--- config.mk ---
export PLATFORM = sky130hd
export DESIGN_NAME = mbe_ctrl
export DESIGN_NICKNAME = d
export VERILOG_FILES = /design/src/hdl/mbe_pkg.sv /design/src/hdl/mbe_ctrl.sv
export SDC_FILE = /design/constraint.sdc
export NUM_CORES = 1
export LEC_CHECK = 0
export BUFFER_PORTS_ARGS = -buffer_cell sky130_fd_sc_hd__buf_2
export CORE_AREA = 2 2 39 41
export DETAILED_ROUTE_END_ITERATION = 16
export DIE_AREA = 0 0 41 43
export HOLD_SLACK_MARGIN = 0.15
export PLACE_DENSITY = 0.42
export SYNTH_ARGS = -nofsm -noshare
export SYNTH_HDL_FRONTEND = slang
export SYNTH_SLANG_ARGS = --single-unit
--- constraint.sdc ---
create_clock -name clk_i -period 1.5 [get_ports clk_i]
set_clock_uncertainty 0.2 [all_clocks]
set_input_delay 0.075 -clock clk_i [delete_from_list [all_inputs] [get_ports clk_i]]
set_output_delay 0.075 -clock clk_i [all_outputs]
set_load 0.02 [all_outputs]
--- src/hdl/mbe_pkg.sv ---
package mbe_pkg;

  // Coordinate format: signed, FRAC_BITS fraction bits
  localparam int COORD_WIDTH = 32;
  localparam int FRAC_BITS   = 28;

  // Iterate width: at least 8 integer bits plus sign, and room for z^2 + c
  localparam int Z_WIDTH = (FRAC_BITS + 9 > COORD_WIDTH + 2) ? FRAC_BITS + 9 : COORD_WIDTH + 2;
  // Multiplier operand: |z| <= 2.0 when multiplied
  localparam int MUL_WIDTH  = FRAC_BITS + 3;
  localparam int PROD_WIDTH = 2 * MUL_WIDTH;

  // Dwell counter and limit register
  localparam int CNT_WIDTH = 16;
  localparam logic [CNT_WIDTH-1:0] MAX_ITER_RESET = CNT_WIDTH'(1200);

  typedef enum logic [1:0] {
    ST_IDLE,
    ST_CHECK,
    ST_UPDATE,
    ST_FINISH
  } state_e;

  // Controller to datapath
  typedef struct packed {
    logic load;      // capture c, z = c, count = 0
    logic mul_en;    // register the three products
    logic upd;       // z = z^2 + c, count + 1
    logic out_load;  // move count into the output register
  } cmd_t;

  // Datapath to controller
  typedef struct packed {
    logic at_limit;   // count reached max_iterations
    logic out_range;  // a component of z is beyond +-2
    logic escape;     // |z|^2 > 4
  } status_t;

endpackage

--- src/hdl/mbe_ctrl.sv ---
module mbe_ctrl (
  input  logic             clk_i,
  input  logic             rst_ni,
  input  logic             in_valid_i,
  output logic             in_ready_o,
  output logic             out_valid_o,
  input  logic             out_ready_i,
  input  mbe_pkg::status_t status_i,
  output mbe_pkg::cmd_t    cmd_o
);

  mbe_pkg::state_e state_q, state_d;
  logic            out_valid_q, out_valid_d;

  // State and output-valid registers
  always_ff @(posedge clk_i or negedge rst_ni) begin
    if (!rst_ni) begin
      state_q     <= mbe_pkg::ST_IDLE;
      out_valid_q <= 1'b0;
    end else begin
      state_q     <= state_d;
      out_valid_q <= out_valid_d;
    end
  end

  // Next state and commands
  always_comb begin
    state_d    = state_q;
    cmd_o      = '0;
    in_ready_o = 1'b0;
    out_valid_d = out_valid_q && !out_ready_i;
    case (state_q)
      mbe_pkg::ST_IDLE: begin
        in_ready_o = 1'b1;
        if (in_valid_i) begin
          cmd_o.load = 1'b1;
          state_d    = mbe_pkg::ST_CHECK;
        end
      end
      mbe_pkg::ST_CHECK: begin
        if (status_i.at_limit || status_i.out_range) begin
          state_d = mbe_pkg::ST_FINISH;
        end else begin
          cmd_o.mul_en = 1'b1;
          state_d      = mbe_pkg::ST_UPDATE;
        end
      end
      mbe_pkg::ST_UPDATE: begin
        if (status_i.escape) begin
          state_d = mbe_pkg::ST_FINISH;
        end else begin
          cmd_o.upd = 1'b1;
          state_d   = mbe_pkg::ST_CHECK;
        end
      end
      mbe_pkg::ST_FINISH: begin
        // wait for the output register to free up
        if (!out_valid_q || out_ready_i) begin
          cmd_o.out_load = 1'b1;
          out_valid_d    = 1'b1;
          state_d        = mbe_pkg::ST_IDLE;
        end
      end
      default: begin
        state_d = mbe_pkg::ST_IDLE;
      end
    endcase
  end

  assign out_valid_o = out_valid_q;

endmodule

==> results of run 1 <==
cell families after synthesis:
| family | Yosys count | synth area share (%) |
|---|---|---|
| and+or+nand+nor | 9 | 35.57 |
| DFF | 3 | 40.27 |
| AOI/OAI and AO/OA | 3 | 14.09 |
| buffers and inverters | 2 | 10.07 |
layout by cell type, fill, tap and decap left out, types with 2 or more instances in the layout:
cell           Yosys  layout
nand2_1            2       2
buf_2              0      11
clkbuf_4           0       3
dfrtp_2            0       2
dlygate4sd3_1      0       4
stage by stage:
stage | hold WS, ns | cell area, um^2 | cells | power, mW
after CTS | 0.002339 | 317.8 | 51 | 0.6174
after global placement | -0.3257 | 247.7 | 43 | 0.4530
after global routing | 0.03716 | 319.1 | 51 | 0.6397
after detailed placement | -0.3277 | 247.7 | 43 | 0.4543
after floorplan | -0.4206 | 186.4 | 17 | 0.4118
final | 0.0007924 | 319.1 | 51 | 0.6099
layer usage:
layer	vias up	part of all wire [%]
li1	95	-
met1	97	34
met2	2	66
met3	0	0.21
met4	0	0
met5	-	0
area by class of cell:
type	instances	area share, %
repair buffers	16	32.16
multi-input cells	12	29.02
flip-flops and latches	3	24.31
clock buffers	4	8.235
well taps	16	6.275
flip-flops by register name, summed over array words and instances, names as in the netlist:
name and flops:
out_valid_o 1, state_q 2
timing repair:
item,CTS,global route
gates resized for setup,2,1
endpoints found under the setup margin,1,1
endpoints found under the hold margin,6,3
pin swaps,0,1
power groups by stage:
stage / combinational (mW) / sequential, mW / clock (mW)
final: 0.263 / 0.204 / 0.143
after global routing: 0.282 / 0.210 / 0.148
after CTS: 0.269 / 0.200 / 0.149
after detailed placement: 0.258 / 0.197 / 0
after global placement: 0.258 / 0.195 / 0
after floorplan: 0.256 / 0.156 / 0
Yosys cell counts:
library cell,instances
nor4b_4,1
and2_1,1
a311oi_2,1
nor3b_1,1
buf_6,1
a21oi_1,1
nor3_1,1
nor2b_1,1
nand2_1,2
nand2b_1,1
nor2_1,1
dfrtp_1,3
a31oi_1,1
buf_4,1
worst register-to-register path: cells and delay by family (launching register included):
kind / cells / cell delay [ns]
flip-flops: 1 / 0.45
AO/OA/AOI/OAI: 1 / 0.24
AND/OR/NAND/NOR: 1 / 0.16
worst paths after layout:
path	from	endpoint
min in group asynchronous	rst_ni	out_valid_o
worst min-delay path	out_ready_i	out_valid_o
max in group asynchronous	rst_ni	state_q[1]
worst max-delay path	state_q[1]	cmd_o[2]
worst max register to register	state_q[0]	state_q[0]
worst min register to register	out_valid_o	out_valid_o
==> metrics.cfg, run 1 <==
[run_status]
status=complete, no violations

[power_and_ir_drop]
p_sw_mw=0.2619
internal_power_mw=0.3480
irDropWorstVdd_v=0.0004385
p_leak_nw=0.1499
power_density_mw_per_mm2=1912
power_frac_seq_pct=33.4
swShare_pct=42.94
combPwrFrac_pct=43.1
clkPwrFrac_pct=23.4

[cells_and_area]
antenna_cells=0
post-route-util_pct=23.06
area_growth_pct=71.14
regArea_um2=77.57
multi_input_area_um2=92.59
nFillCells=157
fin_nets=43
layout-drive-gt1-share_pct=54.29

[die]
pin_count=13
core_area_mm2=0.001384
fp.dieW_um=41
row_count=14
dieHeight_um=43
die-area_mm2=0.001763
start_util_pct=13.47

[job]
cap_violations=0

[global_routing]
grt_pass1_vias=208
grt_remaining_overflow=0
grt_pass1_wl_um=731
top_usage_layer=met2
grtUsageMet1_pct=4.207
use_met2_pct=10.94
grt_max_degree=9
globalRouteMet3Util_pct=3.141
grt_use_total_pct=6.942
grt_antenna_before_repair=0

[timing]
finalCritPeriodShare_pct=94.54
tns_ns=0
worst_pin_slew_ns=0.2292
timing.final.hold_violations=0
max_slew_margin_pct=84.66
setup_viol=0
fin_crit_ns=1.418
fmax_mhz=705.2
drv_slew=0
final.setup.worst_slack_ns=0.08193
rsz0062_at_grt=no

[yosys]
synth_top_area_share_pct=40.27
syn-num-nets=24
synth_cells=17
yosys_warnings=0
avgSynthCellArea_um2=10.97
ys_types=14
synth_top_area_cell=dfrtp_1
seq_area_frac_synth_pct=40.27
netlist_area_um2=186.4
ys_ff_latch=3
synthTopCellsByArea=dfrtp_1, nor4b_4, a311oi_2

[critical_path]
cpLargestDelayFamily=flip-flops
worst-r2r-cell-count=2
criticalPathCategory=reg2out
cp_slowest_cell=dfrtp_2
required_ns=1.22
path_cells=nor4b_4, buf_4
cp.arrival_ns=1.14
cp_num_cells=2
cp_slowest_stage_delay_ns=0.46
critPathBufInv=1
end_kind=output port
cp_max_fo=8
startpoint_type=flop
ff2ff_setup_slack_ns=0.35

[placed_design]
dp_hpwl_um=320.2
pre_cts_ws_ns=0.2175
place.gp.congestion=0.6590
io_buffers=12

[clock_tree]
clk_pin_slew_worst_paths_ns=0.04
cts_hold_buf=4
post-cts-setup-buffer-count=0
cts_root_buf=clkbuf_4
clk_latency_ns=0.23
htreeDepth=1
cts_max_path_buffers=2
cts_buffers=3
tritoncts=yes
cts.sinks=3

[route]
drc=0
route.vias.total=194
first_pass_iters=3
dr.first_iter.drc_count=1
routed_via_density=3.804
wirelength_um=485
wl_per_cell_um=9.510
ant_nets=0

[worst_hold_path]
hold_depth=3
hp-class=in2reg

Note: power is estimated with default switching activity, not from simulation.
==> run 2, diff against run 1 <==
--- a/constraint.sdc
+++ b/constraint.sdc
@@ -3,3 +3,3 @@
 set_input_delay 0.075 -clock clk_i [delete_from_list [all_inputs] [get_ports clk_i]]
 set_output_delay 0.075 -clock clk_i [all_outputs]
-set_load 0.02 [all_outputs]
+set_load 0.1 [all_outputs]
==> run 2 against run 1 <==
The flow now finishes with violations (setup timing). Sequential share of layout area fell by 7.8 points. Via count rose by 15%. Maximum frequency fell by 7.1%. Non-clock buffer count rose by 7. Worst hold slack improved by 0.26 ns. Final cell count rose by 14%. Critical endpoint is now cmd_o[3]. Highest routed layer unchanged.
==> metrics.cfg, run 2 (same netlist as run 1, synthesis figures left out) <==
[run_status]
status=finished, violations left  ; was complete, no violations
violations=setup timing

[clock_tree]
clk_pin_slew_worst_paths_ns=0.04  ; about the same
tritoncts=yes  ; unchanged
cts_root_buf=clkbuf_4  ; unchanged
clk_latency_ns=0.24  ; was 0.23 ns
cts_max_path_buffers=2  ; unchanged
cts_buffers=3  ; unchanged
cts.sinks=3  ; unchanged
htreeDepth=1  ; unchanged

[die]
row_count=14  ; unchanged
start_util_pct=13.47  ; unchanged
fp.dieW_um=41  ; unchanged
pin_count=13  ; unchanged
core_area_mm2=0.001384  ; unchanged
die-area_mm2=0.001763  ; unchanged
dieHeight_um=43  ; unchanged

[cells_and_area]
largest_reg_flops=2  ; unchanged
antenna_cells=0  ; unchanged
max_flop_register=state_q  ; unchanged
layout_commonest_cell=buf_2  ; unchanged
layout_common_cells=buf_2, buf_12, dlygate4sd3_1, buf_4, clkbuf_4  ; was buf_2, dlygate4sd3_1, clkbuf_4
layout-drive-gt1-share_pct=73.81  ; was 54.29%
fin_nets=50  ; was 43
area_growth_pct=164.4  ; was 71.14%
finalInstanceArea_um2=493.0  ; was 319.1 um^2
finalNonFillerCells=58  ; was 51

[timing]
worst_pin_slew_ns=0.4854  ; was 0.2292 ns
drv_slew=0  ; unchanged
fin_crit_ns=1.526  ; was 1.418 ns
finalCritPeriodShare_pct=101.7  ; was 94.54%
max_slew_margin_pct=67.86  ; was 84.66%
fmax_mhz=655.4  ; was 705.2 MHz
final.setup.worst_slack_ns=-0.02583  ; was 0.08193 ns
rsz0062_at_grt=yes  ; was no
whs_ns=0.2624  ; was 0.0007924 ns
timing.final.hold_violations=0  ; unchanged
setup_viol=3  ; was 0

[critical_path]
cp_num_cells=4  ; was 2
path_cells=buf_12, nor2_4, and2_4, buf_12  ; was nor4b_4, buf_4
required_ns=1.22  ; about the same
cp_slowest_cell=dfrtp_2  ; unchanged
end_kind=output port  ; unchanged
startpoint_type=flop  ; unchanged
cp.arrival_ns=1.25  ; was 1.14 ns
worst-r2r-cell-count=4  ; was 2
criticalPathCategory=reg2out  ; unchanged
ff2ff_setup_slack_ns=0.10  ; was 0.35 ns
cpLargestDelayFamily=flip-flops  ; unchanged
critPathBufInv=2  ; was 1
cp_max_fo=4  ; was 8
cp_common_cell=buf_12
cp_slowest_stage_delay_ns=0.45  ; was 0.46 ns

[route]
first_pass_iters=2  ; was 3
ant_nets=0  ; unchanged
route.vias.total=223  ; was 194
dr.first_iter.drc_count=1  ; unchanged
routed_via_density=3.845  ; was 3.804
wl_per_cell_um=11.91  ; was 9.510 um
drc=0  ; unchanged
wirelength_um=691  ; was 485 um

[placed_design]
place.gp.congestion=0.6214  ; was 0.6590
io_buffers=12  ; unchanged
placed_cells=43  ; unchanged
dp_hpwl_um=432.3  ; was 320.2 um
place_area_um2=356.6  ; was 247.7 um^2

[global_routing]
grt_antenna_before_repair=0  ; unchanged
grt_pass1_vias=249  ; was 208
grt_remaining_overflow=0  ; unchanged
grt_use_total_pct=10.24  ; was 6.942%
grt_pass1_wl_um=1104  ; was 731 um
grt_max_degree=9  ; unchanged

[worst_hold_path]
hp-class=in2out  ; was in2reg
hold_depth=3  ; unchanged

[job]
cap_violations=0  ; unchanged

[run 2: cell types whose count changed in the layout (fill, tap and decap cells not counted), sizes merged]
cell         previous run  this run
buf                    12        18
dlygate4sd3             4         5
[run 2: timing repair]
action / CTS / global route
pin swaps: 1 / 3
hold endpoints to repair: 6 / 0
hold buffers: 5 / 0
gates resized for setup: 2 / 0
endpoints found under the setup margin: 4 / 4
buffers inserted: 4 / 2
[run 2: through the flow]
step | TNS, ns | worst slack [ns] | util [%]
2_1_floorplan | -1.570 | -0.4839 | -
3_3_place_gp | 0 | 0.1560 | 25.77
3_5_place_dp | 0 | 0.1294 | 25.77
4_1_cts | -0.1204 | -0.07096 | 34.54
5_1_grt | -0.2556 | -0.06791 | 35.62
6_report | -0.03980 | -0.02583 | 35.62
[run 2: tightest hold or removal path, stage by stage]
cell and delay [ns]:
buf_2 0.10, nor4b_4 0.05, buf_12 0.16
[run 2: path summary, 6_finish.rpt]
path	start	end
max	state_q[1]	cmd_o[3]
min	status_i[2]	cmd_o[2]
max reg2reg	state_q[0]	state_q[0]
min reg2reg	out_valid_o	out_valid_o
max in group asynchronous	rst_ni	state_q[0]
min in group asynchronous	rst_ni	out_valid_o
[run 2: final cells by class]
type | count | area, um^2
Sequential cell | 3 | 81.33
Clock buffer | 4 | 26.28
Tap cell | 16 | 20.02
Multi-Input combinational cell | 12 | 122.6
Timing Repair Buffer | 23 | 242.7
Fill cell | 144 | 890.9
[run 2: per-layer routing]
metal	part of all wire [%]	global-route usage, %	vias up
li1	-	-	108
met1	37	9.646	100
met2	51	15.31	15
met3	12	8.901	0
met4	0	4.000	0
met5	0	0	-
Power of run 2 is left out: the tool's default activity adds up to more than one toggle a clock period on the data nets, which glitch-free logic cannot reach.
